[config.mk]
export PLATFORM = sky130hd
export DESIGN_NAME = tdc_pair_glitch_realigner
export DESIGN_NICKNAME = d
export VERILOG_FILES = /design/src/hw/rtl/tpgr_pkg.sv /design/src/hw/rtl/tpgr_diff.sv /design/src/hw/rtl/tpgr_div.sv /design/src/hw/rtl/tdc_pair_glitch_realigner.sv
export SDC_FILE = /design/constraint.sdc
export NUM_CORES = 1
export LEC_CHECK = 0
export ABC_AREA = 1
export ABC_CLOCK_PERIOD_IN_PS = 8350
export BUFFER_PORTS_ARGS = -buffer_cell sky130_fd_sc_hd__buf_2
export CORE_AREA = 2 2 306 308
export DETAILED_ROUTE_END_ITERATION = 10
export DIE_AREA = 0 0 308 310
export GPL_TIMING_DRIVEN = 0
export PLACE_DENSITY = 0.56
export SYNTH_ARGS = -nofsm -noshare
export SYNTH_HDL_FRONTEND = slang
export SYNTH_SLANG_ARGS = --single-unit
export TNS_END_PERCENT = 50
[constraint.sdc]
create_clock -name clk_i -period 8.35 [get_ports clk_i]
set_input_delay 0.835 -clock clk_i [delete_from_list [all_inputs] [get_ports clk_i]]
set_output_delay 0.835 -clock clk_i [all_outputs]
set_load 0.02 [all_outputs]
[src/hw/rtl/tpgr_pkg.sv]
package tpgr_pkg;

  localparam int unsigned FIELD_W = 24;
  localparam int unsigned SUM_W   = 40;
  localparam int unsigned CMP_W   = FIELD_W + 1;

  localparam logic [FIELD_W-1:0] PERIOD_RESET = 24'd1000;

  typedef struct packed {
    logic [FIELD_W-1:0] tdc_a;
    logic [FIELD_W-1:0] tdc_b;
    logic               in_last;
  } in_t;

  typedef struct packed {
    logic [FIELD_W-1:0] out_a;
    logic [FIELD_W-1:0] out_b;
    logic [FIELD_W-1:0] mean_gap;
    logic               out_last;
  } out_t;

  // Results of one pass through the shared gap unit.
  typedef struct packed {
    logic far;       // twice the gap exceeds the period
    logic close;     // twice the gap is below the period
    logic moved_lt;  // the gap itself is below the period
  } cmp_t;

endpackage

[src/hw/rtl/tpgr_diff.sv]
module tpgr_diff #(
  parameter int unsigned TW = 24
) (
  input  logic [TW-1:0]                  x_i,
  input  logic [TW-1:0]                  y_i,
  input  logic [tpgr_pkg::FIELD_W-1:0]   period_i,
  output logic [TW-1:0]                  diff_o,
  output tpgr_pkg::cmp_t                 cmp_o
);

  localparam int unsigned CW = tpgr_pkg::CMP_W;

  logic [CW-1:0] twice;
  logic [CW-1:0] per;
  logic [CW-1:0] once;

  assign diff_o = (x_i > y_i) ? (x_i - y_i) : (y_i - x_i);
  assign twice  = CW'({diff_o, 1'b0});
  assign once   = CW'(diff_o);
  assign per    = CW'(period_i);

  assign cmp_o.far      = (twice > per);
  assign cmp_o.close    = (twice < per);
  assign cmp_o.moved_lt = (once < per);

endmodule

[src/hw/rtl/tpgr_div.sv]
module tpgr_div #(
  parameter int unsigned DW = 40,
  parameter int unsigned VW = 17
) (
  input  logic          clk_i,
  input  logic          rst_ni,
  input  logic          start_i,
  input  logic [DW-1:0] dividend_i,
  input  logic [VW-1:0] divisor_i,
  output logic          done_o,
  output logic [DW-1:0] quot_o
);

  localparam int unsigned STW = $clog2(DW);

  logic           busy_q;
  logic           done_q;
  logic [STW-1:0] step_q;
  logic [DW-1:0]  quo_q;
  logic [VW-1:0]  rem_q;
  logic [VW-1:0]  dvs_q;
  logic [VW:0]    shifted;
  logic [VW:0]    diff;
  logic           ge;

  // One quotient bit per cycle, restoring form.
  assign shifted = {rem_q, quo_q[DW-1]};
  assign ge      = (shifted >= {1'b0, dvs_q});
  assign diff    = shifted - {1'b0, dvs_q};

  always_ff @(posedge clk_i or negedge rst_ni) begin
    if (!rst_ni) begin
      busy_q <= 1'b0;
      done_q <= 1'b0;
      step_q <= '0;
    end else begin
      done_q <= 1'b0;
      if (start_i) begin
        busy_q <= 1'b1;
        step_q <= '0;
      end else if (busy_q) begin
        step_q <= step_q + 1'b1;
        if (step_q == STW'(DW - 1)) begin
          busy_q <= 1'b0;
          done_q <= 1'b1;
        end
      end
    end
  end

  always_ff @(posedge clk_i) begin
    if (start_i) begin
      quo_q <= dividend_i;
      rem_q <= '0;
      dvs_q <= divisor_i;
    end else if (busy_q) begin
      quo_q <= {quo_q[DW-2:0], ge};
      rem_q <= ge ? diff[VW-1:0] : shifted[VW-1:0];
    end
  end

  assign done_o = done_q;
  assign quot_o = quo_q;

endmodule

[src/hw/rtl/tdc_pair_glitch_realigner.sv]
// A corrected item passes the far, close, move and sum steps, then shows its result in the
// emit step; a run's third item shows the raw oldest pair in the cycle after it is taken.
// A new item is taken only in the idle state. The one shared gap unit makes six passes (far
// with the first close check, two more close checks, two moves, sum). A last item runs the
// divider (40 quotient bits, one a cycle), then flushes the held pairs, the last with the mean
// gap. Reset (rst_ni low, asynchronous) clears the run state and sets the period to 1000 ps.
module tdc_pair_glitch_realigner #(
  parameter int unsigned MAX_SAMPLES = 65536,
  parameter int unsigned TIME_BITS   = 24
) (
  input  logic                           clk_i,
  input  logic                           rst_ni,
  input  logic                           in_valid_i,
  output logic                           in_ready_o,
  input  tpgr_pkg::in_t                  in_data_i,
  output logic                           out_valid_o,
  input  logic                           out_ready_i,
  output tpgr_pkg::out_t                 out_data_o,
  input  logic                           cfg_we_i,
  input  logic [tpgr_pkg::FIELD_W-1:0]   cfg_wdata_i
);

  localparam int unsigned FW   = tpgr_pkg::FIELD_W;
  localparam int unsigned SW   = tpgr_pkg::SUM_W;
  localparam int unsigned TW   = (TIME_BITS < FW) ? TIME_BITS : FW;
  localparam int unsigned CNTW = $clog2(MAX_SAMPLES + 1);

  localparam logic [3:0] ST_IDLE  = 4'd0;
  localparam logic [3:0] ST_FAR   = 4'd1;
  localparam logic [3:0] ST_CL1   = 4'd2;
  localparam logic [3:0] ST_CL2   = 4'd3;
  localparam logic [3:0] ST_MVA   = 4'd4;
  localparam logic [3:0] ST_MVB   = 4'd5;
  localparam logic [3:0] ST_SUM   = 4'd6;
  localparam logic [3:0] ST_EMIT  = 4'd7;
  localparam logic [3:0] ST_SHIFT = 4'd8;
  localparam logic [3:0] ST_DIV   = 4'd9;
  localparam logic [3:0] ST_FL0   = 4'd10;
  localparam logic [3:0] ST_FL1   = 4'd11;

  logic [3:0]      state_q, state_d;
  logic [FW-1:0]   period_q;
  logic [TW-1:0]   xa_q, xb_q;
  logic            last_q;
  logic [TW-1:0]   h0a_q, h0b_q, h1a_q, h1b_q;
  logic [TW-1:0]   prev_a_q, prev_b_q;
  logic [TW-1:0]   res_a_q, res_b_q;
  logic            fix_a_q, fix_b_q;
  logic            far_q, cl_q, mva_q;
  logic [SW-1:0]   gap_sum_q;
  logic [CNTW-1:0] cnt_q, cnt_d;
  logic [FW-1:0]   mean_q;

  logic [TW-1:0]   u_x, u_y, u_diff;
  tpgr_pkg::cmp_t  u_cmp;
  logic [TW-1:0]   ca_sel, cb_sel;
  logic [SW:0]     sum_ext;
  logic            in_acc, out_acc;
  logic            div_start, div_done;
  logic [SW-1:0]   div_quot;

  assign in_acc  = in_valid_i && in_ready_o;
  assign out_acc = out_valid_o && out_ready_i;

  assign ca_sel  = fix_a_q ? h1a_q : h0a_q;
  assign cb_sel  = fix_b_q ? h1b_q : h0b_q;
  assign sum_ext = {1'b0, gap_sum_q} + (SW + 1)'(u_diff);
  assign cnt_d   = (cnt_q < CNTW'(MAX_SAMPLES)) ? (cnt_q + 1'b1) : cnt_q;

  // Operands of the shared gap unit for each step.
  always_comb begin
    u_x = h0a_q;
    u_y = h0b_q;
    unique case (state_q)
      ST_CL1: begin
        u_x = h1a_q;
        u_y = h1b_q;
      end
      ST_CL2: begin
        u_x = xa_q;
        u_y = xb_q;
      end
      ST_MVA: begin
        u_x = h0a_q;
        u_y = prev_a_q;
      end
      ST_MVB: begin
        u_x = h0b_q;
        u_y = prev_b_q;
      end
      ST_SUM: begin
        u_x = ca_sel;
        u_y = cb_sel;
      end
      default: begin
        u_x = h0a_q;
        u_y = h0b_q;
      end
    endcase
  end

  tpgr_diff #(
    .TW(TW)
  ) u_diff_unit (
    .x_i     (u_x),
    .y_i     (u_y),
    .period_i(period_q),
    .diff_o  (u_diff),
    .cmp_o   (u_cmp)
  );

  assign div_start = (state_q == ST_SHIFT) && last_q;

  tpgr_div #(
    .DW(SW),
    .VW(CNTW)
  ) u_div (
    .clk_i     (clk_i),
    .rst_ni    (rst_ni),
    .start_i   (div_start),
    .dividend_i(gap_sum_q),
    .divisor_i (cnt_d),
    .done_o    (div_done),
    .quot_o    (div_quot)
  );

  always_comb begin
    state_d = state_q;
    unique case (state_q)
      ST_IDLE: begin
        if (in_acc) begin
          if (cnt_q >= CNTW'(3)) begin
            state_d = ST_FAR;
          end else if (cnt_q >= CNTW'(2)) begin
            state_d = ST_EMIT;
          end else begin
            state_d = ST_SHIFT;
          end
        end
      end
      ST_FAR:   state_d = ST_CL1;
      ST_CL1:   state_d = ST_CL2;
      ST_CL2:   state_d = ST_MVA;
      ST_MVA:   state_d = ST_MVB;
      ST_MVB:   state_d = ST_SUM;
      ST_SUM:   state_d = ST_EMIT;
      ST_EMIT: begin
        if (out_ready_i) begin
          state_d = ST_SHIFT;
        end
      end
      ST_SHIFT: state_d = last_q ? ST_DIV : ST_IDLE;
      ST_DIV: begin
        if (div_done) begin
          state_d = (cnt_q >= CNTW'(2)) ? ST_FL0 : ST_FL1;
        end
      end
      ST_FL0: begin
        if (out_ready_i) begin
          state_d = ST_FL1;
        end
      end
      ST_FL1: begin
        if (out_ready_i) begin
          state_d = ST_IDLE;
        end
      end
      default:  state_d = ST_IDLE;
    endcase
  end

  always_ff @(posedge clk_i or negedge rst_ni) begin
    if (!rst_ni) begin
      state_q   <= ST_IDLE;
      period_q  <= tpgr_pkg::PERIOD_RESET;
      h0a_q     <= '0;
      h0b_q     <= '0;
      h1a_q     <= '0;
      h1b_q     <= '0;
      prev_a_q  <= '0;
      prev_b_q  <= '0;
      fix_a_q   <= 1'b0;
      fix_b_q   <= 1'b0;
      gap_sum_q <= '0;
      cnt_q     <= '0;
    end else begin
      state_q <= state_d;
      if (cfg_we_i) begin
        period_q <= cfg_wdata_i;
      end
      unique case (state_q)
        ST_IDLE: begin
          // Early in a run the oldest pair goes out raw.
          if (in_acc && (cnt_q == CNTW'(2))) begin
            prev_a_q <= h0a_q;
            prev_b_q <= h0b_q;
          end
        end
        ST_MVB: begin
          if (far_q) begin
            if (!fix_a_q && !fix_b_q) begin
              if (mva_q) begin
                fix_a_q <= 1'b1;
              end else if (u_cmp.moved_lt) begin
                fix_b_q <= 1'b1;
              end
            end
          end else if (cl_q) begin
            fix_a_q <= 1'b0;
            fix_b_q <= 1'b0;
          end
        end
        ST_SUM: begin
          gap_sum_q <= sum_ext[SW] ? '1 : sum_ext[SW-1:0];
          prev_a_q  <= ca_sel;
          prev_b_q  <= cb_sel;
        end
        ST_SHIFT: begin
          h0a_q <= h1a_q;
          h0b_q <= h1b_q;
          h1a_q <= xa_q;
          h1b_q <= xb_q;
          cnt_q <= cnt_d;
        end
        ST_FL1: begin
          if (out_ready_i) begin
            h0a_q     <= '0;
            h0b_q     <= '0;
            h1a_q     <= '0;
            h1b_q     <= '0;
            prev_a_q  <= '0;
            prev_b_q  <= '0;
            fix_a_q   <= 1'b0;
            fix_b_q   <= 1'b0;
            gap_sum_q <= '0;
            cnt_q     <= '0;
          end
        end
        default: begin
        end
      endcase
    end
  end

  always_ff @(posedge clk_i) begin
    if (in_acc) begin
      xa_q   <= in_data_i.tdc_a[TW-1:0];
      xb_q   <= in_data_i.tdc_b[TW-1:0];
      last_q <= in_data_i.in_last;
      // Early in a run the raw oldest pair is the result.
      res_a_q <= h0a_q;
      res_b_q <= h0b_q;
    end
    unique case (state_q)
      ST_FAR: begin
        far_q <= u_cmp.far;
        cl_q  <= u_cmp.close;
      end
      ST_CL1:  cl_q  <= cl_q && u_cmp.close;
      ST_CL2:  cl_q  <= cl_q && u_cmp.close;
      ST_MVA:  mva_q <= u_cmp.moved_lt;
      ST_SUM: begin
        res_a_q <= ca_sel;
        res_b_q <= cb_sel;
      end
      ST_DIV: begin
        if (div_done) begin
          mean_q <= (|div_quot[SW-1:FW]) ? '1 : div_quot[FW-1:0];
        end
      end
      default: begin
      end
    endcase
  end

  assign in_ready_o  = (state_q == ST_IDLE);
  assign out_valid_o = (state_q == ST_EMIT) || (state_q == ST_FL0) || (state_q == ST_FL1);

  always_comb begin
    out_data_o = '0;
    unique case (state_q)
      ST_EMIT: begin
        out_data_o.out_a = FW'(res_a_q);
        out_data_o.out_b = FW'(res_b_q);
      end
      ST_FL0: begin
        out_data_o.out_a = FW'(h0a_q);
        out_data_o.out_b = FW'(h0b_q);
      end
      ST_FL1: begin
        out_data_o.out_a    = FW'(h1a_q);
        out_data_o.out_b    = FW'(h1b_q);
        out_data_o.mean_gap = mean_q;
        out_data_o.out_last = 1'b1;
      end
      default: begin
        out_data_o = '0;
      end
    endcase
  end

  a_no_overlap: assert property (@(posedge clk_i) disable iff (!rst_ni)
    !(in_ready_o && out_valid_o))
    else $error("input taken while a result is pending");

  a_one_fix: assert property (@(posedge clk_i) disable iff (!rst_ni)
    !(fix_a_q && fix_b_q))
    else $error("both correction flags set");

  a_run_clear: assert property (@(posedge clk_i) disable iff (!rst_ni)
    (out_acc && out_data_o.out_last) |=> (cnt_q == '0 && gap_sum_q == '0))
    else $error("run state not cleared after last result");

  a_div_done: assert property (@(posedge clk_i) disable iff (!rst_ni)
    div_done |-> (state_q == ST_DIV))
    else $error("divider finished outside the wait step");

endmodule
Word level (Yosys, flattened, before mapping). Index checks and enable logic that the tools add are counted.

$add $sub $neg: 6. $lt $le $gt $ge: 8. Equal/unequal tests: 24. Muxes and demuxes: 59. Reductions and logical operators: 26.

Operator list (number): 24-bit 2-to-1 mux (10); 24-bit one-hot mux with 2 select lines (4); 40-bit 2-to-1 mux (4); 24-bit one-hot mux with 3 select lines (2); 48-bit one-hot mux with 3 select lines (1); 24-bit one-hot mux with 5 select lines (1); 24-bit one-hot mux with 4 select lines (1); 40-bit one-hot mux with 2 select lines (1); 17-bit 2-to-1 mux (3); 4-bit one-hot mux with 12 select lines (1); 24-bit subtractor (2); 40-bit by 24-bit adder with 41-bit output (1); 17-bit by 2-bit >= comparator with 1-bit output (second input constant) (2); 17-bit one-hot mux with 2 select lines (1); 4-bit 2-to-1 mux (8); 25-bit by 24-bit > comparator with 1-bit output (1); 25-bit by 24-bit less-than comparator with 1-bit output (1); 25-bit 2-to-1 mux (1); 24-bit > comparator (1); 24-bit less-than comparator (1); 18-bit by 17-bit >= comparator with 1-bit output (1); 17-bit by 1-bit adder with 17-bit output (second input constant) (1); 17-bit by 2-bit == test with 1-bit output (second input constant) (1); 17-bit less-than comparator (second input constant) (1); 25 further kinds (72).

Register bits: 437. Bits of input ports: 78.

Longest topological paths before layout. Gate-level depths: netlist of the first run.

Word-level depth: 10. Gate-level depth with buffers: 44.

By module. A second synthesis of the first run with hierarchy kept.

Cells, all modules: 3673. Area total of the unflattened synthesis: 27994.3 µm².

By module, submodules not included: tdc_pair_glitch_realigner (instances 1, cells each 2348, area each 19098.3 µm², sequential area each 9511.6 µm²); tpgr_div (instances 1, cells each 581, area each 4636.9 µm², sequential area each 2252.2 µm²); tpgr_diff (instances 1, cells each 744, area each 4259.1 µm², sequential area each 0.0 µm²).

Worst setup path after synthesis of the first run. OpenSTA, ideal clock, no wires.

Path kind: reg2reg. Start point: register state_q[3]. End point: register gap_sum_q[19]. Setup time: 0.066 ns. Data arrival time: 4.925 ns. Required time: 8.284 ns. Setup slack: 3.359 ns. Cell stages (with the launch flop): 37. Path buffers: 4. Cell sequence: dfrtp_1 nor2_2 inv_2 nor2_2 clkbuf_1 a221oi_1 a22oi_1 inv_1 ha_1 fa_1 inv_1 nand2_1 nand2_1 nand2_1 nand2_1 nand2_1 nand3_1 nand2_2 buf_6 buf_4 o21ai_1 inv_1 fa_1 inv_1 nand3_1 nand2_1 nand2_1 nand2_1 nand2_1 nand2_1 nand2_1 nand2_2 nand3_4 buf_2 nand3_1 nand2_1 nand2_1.

Word-level cells in the longest chain between the ends: 7.

RTL lines: start: declaration (line tdc_pair_glitch_realigner.sv:41) `logic [3:0] state_q, state_d;`; start signal: assignment (line tdc_pair_glitch_realigner.sv:187) `state_q <= state_d;`; 4-bit by 3-bit == test with 1-bit output (tied with other cells) (line tdc_pair_glitch_realigner.sv:74, tdc_pair_glitch_realigner.sv:191); 24-bit one-hot mux with 5 select lines or 24-bit one-hot mux with 4 select lines (tied branches) (line tdc_pair_glitch_realigner.sv:74) `unique case (state_q)`; 24-bit subtractor or 24-bit > comparator (tied branches) (line tpgr_diff.sv:17) `assign diff_o = (x_i > y_i) ? (x_i - y_i) : (y_i - x_i);`; 24-bit 2-to-1 mux (line tpgr_diff.sv:17); 40-bit by 24-bit adder with 41-bit output (line tdc_pair_glitch_realigner.sv:67) `assign sum_ext = {1'b0, gap_sum_q} + (SW + 1)'(u_diff);`; 40-bit 2-to-1 mux (line tdc_pair_glitch_realigner.sv:214) `gap_sum_q <= sum_ext[SW] ? '1 : sum_ext[SW-1:0];`; 40-bit one-hot mux with 2 select lines (line tdc_pair_glitch_realigner.sv:191) `unique case (state_q)`; end signal: assignment (line tdc_pair_glitch_realigner.sv:214); end: declaration (line tdc_pair_glitch_realigner.sv:50) `logic [SW-1:0] gap_sum_q;`.

Several ways; a longest one is shown, not always the timed one. A chain may end at the register's enable or synchronous reset.

Worst setup path after layout of the first run.
Start point: register state_q[2]. End point: register gap_sum_q[22].

The elaborated chain is that of the path after synthesis.

==> flow_summary_export.csv, run 1 <==
group,metric,value,unit
outcome,status,"completed",
sta,period_share,0.886,
clock_tree,clk_latency,0.66,ns
floorplan,die_h,310,um
cells_and_area,nNetsFinal,3985,
sta,min_period,7.40,ns
cells_and_area,post-route-util,0.343,
synth,yosysTopAreaCell,"dfrtp_1",
global_routing,grt_pass1_vias,24571,
synth,yosys-top-cells-count,"815 x nand2_1, 580 x inv_1, 305 x o21ai_0",
worst_setup_path,crit_family,"simple AND/OR/NAND/NOR gates",
global_routing,grt_usage,0.213,
synth,yosys_most_used_dff,"dfrtp_1",
floorplan,start_util,0.298,
synth,avgSynthCellArea,7.74,sq um
floorplan,die_area,0.0955,sq mm
place,placed_area,0.0300,sq mm
worst_setup_path,crit_required,8.90,ns
worst_setup_path,criticalPathCategory,"reg2reg",
sta,skew,0.0816,ns
clock_tree,cts-root-buf,"clkbuf_16",
floorplan,core,0.0925,sq mm
synth,synth.top_cell.area_share,0.212,
routing,postRouteAntennaNets,0,
synth,yosys_register_bits,437,
global_routing,grt_max_degree,99,
synth,postSynthCellCount,3555,
clock_tree,cts-buffers-inserted,50,
min_path,min_path_type,"in2async",
clock_tree,cts_tree,"built",
clock_tree,clock_path_buffers,3,
worst_setup_path,cp_num_buf_inv,10,
sta,rsz0062_at_grt,"no",
clock_tree,clock_sinks,437,
routing,initialDrtViolationCount,2600,
synth,yosysWarningCount,0,
global_routing,grt_pass1_wl,154000,um
clock_tree,postCtsSetupBuffers,0,
job,cap_violations,0,
worst_setup_path,cp-start-kind,"flip-flop",
routing,drc,0,
synth,synth_edf_count,181,
worst_setup_path,worst_path_largest_cell_delay,0.71,ns
routing,vias,25914,
synth,seq_area_frac_synth,0.427,
clock_tree,postCtsHoldBufs,0,
place,gp_congestion,0.961,
cells_and_area,drive_gt1_frac,0.0951,
worst_setup_path,crit_path_frequent_cell,"nand2_1",
sta,slew_viol_final,0,
floorplan,fp.dieW,308,um
routing,dr.pass1.iters,6,
clock_tree,htreeDepth,2,
sta,finalSetupViolations,0,
global_routing,antenna_found_initial,1,
clock_tree,cts_resized,0,
routing,routed_wl,103000,um
floorplan,rows,112,
routing,viasPerCell,5.18,
worst_setup_path,slowest_stage,"clkbuf_1",
synth,syn_nets,3774,
cells_and_area,syn2layout_area_growth,15.4,%
global_routing,grt_remaining_overflow,0,
synth,synthArstFlopShare,0.547,
worst_setup_path,crit_fanout,10,
sta,fmax,0.135,GHz
synth,synth_area,0.0275,sq mm
floorplan,ios,153,
sta,worstMarginPinSlew,1.23,ns
place,hpwl,79000,um
worst_setup_path,cp.arrival,7.94,ns
place,portBuffers,151,
sta,finalHoldViolations,0,
synth,synthTopCellsByArea,"dfrtp_1 21%, edfxtp_1 20%, nand2_1 11%",
cells_and_area,fin_area,0.0318,sq mm
routing,drt-wirelength-per-cell,20.7,um
clock_tree,path_clk_slew,0.06,ns
sta,slew_headroom,0.174,
cells_and_area,diodes,0,
worst_setup_path,crit_path_end_kind,"flip-flop",
synth,synth_most_common_cell,"nand2_1",
synth,synthDistinctLibCells,57,
layout make-up:
| class | instances | area, sq um |
|---|---|---|
| fillers | 9937 | 60700 |
| multi-input cells | 2383 | 12900 |
| flip-flops and latches | 437 | 11800 |
| inverters | 597 | 2240 |
| well taps | 1197 | 1500 |
| clock buffers | 72 | 1390 |
| repair buffers | 159 | 931 |
| plain buffers | 138 | 652 |
| clock inverters | 21 | 388 |
kinds of logic (layout without fill, tap and decap cells):
family	after synthesis	in the layout	synth area share
AO/OA/AOI/OAI	813	813	0.173
XOR/XNOR	65	65	0.0207
flip-flops	437	437	0.427
AND/OR/NAND/NOR	1363	1363	0.209
adder cells (fa/ha/maj)	141	141	0.0652
buffers and inverters	735	987	0.105
multiplexers	1	1	0.000364
metal layers:
layer,routed length [um],vias up,track usage
met5,0,-,0
met4,6410,0,0.113
met3,8140,280,0.0296
met2,44700,1233,0.330
met1,44200,12228,0.289
li1,-,12173,-
final timing paths:
kind / start / to / slack [ns] / depth (start not counted)
max: state_q[2]$_DFFE_PN0P_ / gap_sum_q[22]$_DFFE_PN0P_ / 0.95 / 37
min: rst_ni / cnt_q[10]$_DFFE_PN0P_ / 0.15 / 1
max reg2reg: state_q[2]$_DFFE_PN0P_ / gap_sum_q[22]$_DFFE_PN0P_ / 0.95 / 37
min reg2reg: u_div.rem_q[8]$_SDFFE_PP0P_ / u_div.rem_q[8]$_SDFFE_PP0P_ / 0.47 / 2
max in group asynchronous: rst_ni / prev_b_q[20]$_DFFE_PN0P_ / 7.30 / 2
min in group clk_i: in_data_i[11] / xb_q[10]$_DFFE_PP_ / 0.35 / 1
layout by cell type (no fill, tap or decap), types with 22 or more instances in the layout:
master,netlist,layout
o22ai_1,94,94
inv_1,580,580
ha_1,137,137
o21ai_0,305,304
dfrtp_1,233,233
buf_2,39,189
and2_1,33,33
nand2_1,815,814
o21bai_1,28,28
edfxtp_1,181,181
nor2_1,263,262
clkbuf_1,76,92
a21oi_1,200,200
o211ai_1,26,26
xor2_1,51,51
nor3_1,22,22
o221ai_1,50,50
nand3_1,144,144
clkbuf_16,0,50
through the flow:
step	setup TNS, ns	setup WS, ns	hold WS (ns)	std cells
after CTS	0	0.953	0.135	5003
after global routing	0	0.536	0.166	5004
after floorplan	0	3.36	0.445	3555
after detailed placement	0	1.00	0.464	4910
after global placement	-9.31	-0.197	0.462	4903
final	0	0.953	0.150	5004
Power of run 1 is not shown: default switching activity piles up to over one toggle a cycle in this logic, so the estimate is an artifact.
==> inputs of run 2 (changes only) <==
- PLACE_DENSITY: 0.56 -> unset
- PLACE_DENSITY_LB_ADDON: unset -> 0.3
==> run 2 against run 1 <==
Effect of this change: wire length hardly changed; global-route usage hardly changed; die area stayed put; clock-buffer cell count is 10 lower; clock skew is 0.023 ns lower; final area is 0.26% lower; utilization is 0.088 points lower.
==> flow_summary_export.csv, run 2 (synthesized netlist as in run 1, its figures left out) <==
group,metric,value,unit
outcome,status,"completed",
global_routing,grt_usage,0.213,
clock_tree,postCtsHoldBufs,0,
clock_tree,postCtsSetupBuffers,0,
worst_setup_path,r2r_cells,35,
place,gp_congestion,0.964,
place,hpwl,78800,um
cells_and_area,layout_commonest_cell,"nand2_1",
worst_setup_path,ff2ff_setup_slack,0.92,ns
min_path,min_path_type,"in2async",
sta,finalHoldViolations,0,
worst_setup_path,crit_fanout,10,
floorplan,core,0.0925,sq mm
clock_tree,cts_tree,"built",
global_routing,grt_pass1_vias,24652,
sta,finalSetupViolations,0,
sta,worstMarginPinSlew,1.28,ns
sta,period_share,0.890,
sta,slew_headroom,0.150,
routing,viasPerCell,5.14,
sta,setup_tns,0,ns
routing,drc,0,
sta,final.setup.worst_slack,0.922,ns
cells_and_area,syn2layout_area_growth,15.1,%
routing,dr.pass1.iters,6,
cells_and_area,multi_input_area,0.0129,sq mm
clock_tree,clk_latency,0.65,ns
sta,fmax,0.135,GHz
sta,min_period,7.43,ns
worst_setup_path,crit_path_frequent_cell,"nand2_1",
worst_setup_path,r2r-start,"state_q[1]$_DFFE_PN0P_",
global_routing,grt_remaining_overflow,0,
routing,routed_wl,103000,um
cells_and_area,fill_cells,9902,
worst_setup_path,slowest_stage,"nor4_1",
worst_setup_path,cp.arrival,7.98,ns
clock_tree,clock_path_buffers,3,
floorplan,start_util,0.298,
routing,drt-wirelength-per-cell,20.7,um
place,pre_cts_ws,1.06,ns
sta,rsz0062_at_grt,"no",
clock_tree,cts_resized,0,
global_routing,antenna_found_initial,3,
floorplan,die_area,0.0955,sq mm
worst_setup_path,crit_required,8.90,ns
cells_and_area,ff_latch_area,0.0118,sq mm
floorplan,ios,153,
clock_tree,cts-buffers-inserted,52,
floorplan,rows,112,
worst_setup_path,criticalPathCategory,"reg2reg",
routing,postRouteAntennaNets,0,
cells_and_area,nNetsFinal,3986,
clock_tree,htreeDepth,2,
job,cap_violations,0,
routing,vias,25758,
global_routing,grt_pass1_wl,154000,um
worst_setup_path,crit_path_end_kind,"flip-flop",
sta,skew,0.0590,ns
cells_and_area,drive_gt1_frac,0.0963,
clock_tree,clock_sinks,437,
worst_setup_path,reg2reg_to,"gap_sum_q[22]$_DFFE_PN0P_",
global_routing,grt_max_degree,98,
clock_tree,path_clk_slew,0.06,ns
floorplan,die_h,310,um
clock_tree,cts-root-buf,"clkbuf_16",
cells_and_area,layout_common_cells,"814 x nand2_1, 580 x inv_1, 304 x o21ai_0",
routing,initialDrtViolationCount,2699,
sta,slew_viol_final,0,
place,portBuffers,151,
worst_setup_path,cp-start-kind,"flip-flop",
floorplan,fp.dieW,308,um
worst_setup_path,worst_path_largest_cell_delay,0.97,ns
[run 2: cell types whose count changed in the layout (fill, tap and decap cells not counted), moves of 3 or more]
cell,change
clkbuf_1,-11
bufinv_16,-5
clkinv_2,+3
clkinvlp_4,+4
clkinv_1,+10
[run 2: worst max path at each step]
stage	from	endpoint	slack [ns]	cells past startpoint
2_1_floorplan	state_q[3]$_DFFE_PN0P_	gap_sum_q[19]$_DFFE_PN0P_	3.36	36
3_3_place_gp	in_valid_i	res_a_q[13]$_DFFE_PP_	-0.11	3
6_report	state_q[1]$_DFFE_PN0P_	gap_sum_q[22]$_DFFE_PN0P_	0.92	35
5_1_grt	state_q[1]$_DFFE_PN0P_	gap_sum_q[23]$_DFFE_PN0P_	0.53	35
4_1_cts	state_q[0]$_DFFE_PN0P_	gap_sum_q[22]$_DFFE_PN0P_	1.03	29
3_5_place_dp	state_q[0]$_DFFE_PN0P_	gap_sum_q[22]$_DFFE_PN0P_	1.06	29
[run 2: stage by stage]
stage / utilization / hold slack (ns) / std cells / instance area [sq um]
after detailed placement: 0.324 / 0.464 / 4910 / 30000
after global placement: 0.322 / 0.462 / 4903 / 29800
after global routing: 0.343 / 0.239 / 5008 / 31700
final: 0.343 / 0.185 / 5009 / 31700
after CTS: 0.343 / 0.198 / 5008 / 31700
after floorplan: - / 0.445 / 3555 / 27500
[run 2: final cells by class]
type	count	area share
diodes	1	0.0000790
plain buffers	138	0.0206
clock buffers	62	0.0435
clock inverters	36	0.0103
inverters	597	0.0707
multi-input cells	2383	0.407
flip-flops and latches	437	0.371
well taps	1197	0.0473
repair buffers	158	0.0291
[run 2: critical path, delay by kind of cell (launching register included)]
family                     cells  cell delay [ns]
and+or+nand+nor               23             3.72
buffers and inverters          8             1.67
adders and majority gates      2             0.86
AOI/OAI and AO/OA              2             0.62
DFF                            1             0.46
[run 2: metal layers]
layer  vias up  wire length, um  global-route usage
met4         2             5780               0.109
met5         -               11                   0
li1      12195                -                   -
met3       226             8900              0.0354
met1     12177            44200               0.289
met2      1158            44600               0.327
Power of run 2 is left out for the same reason.
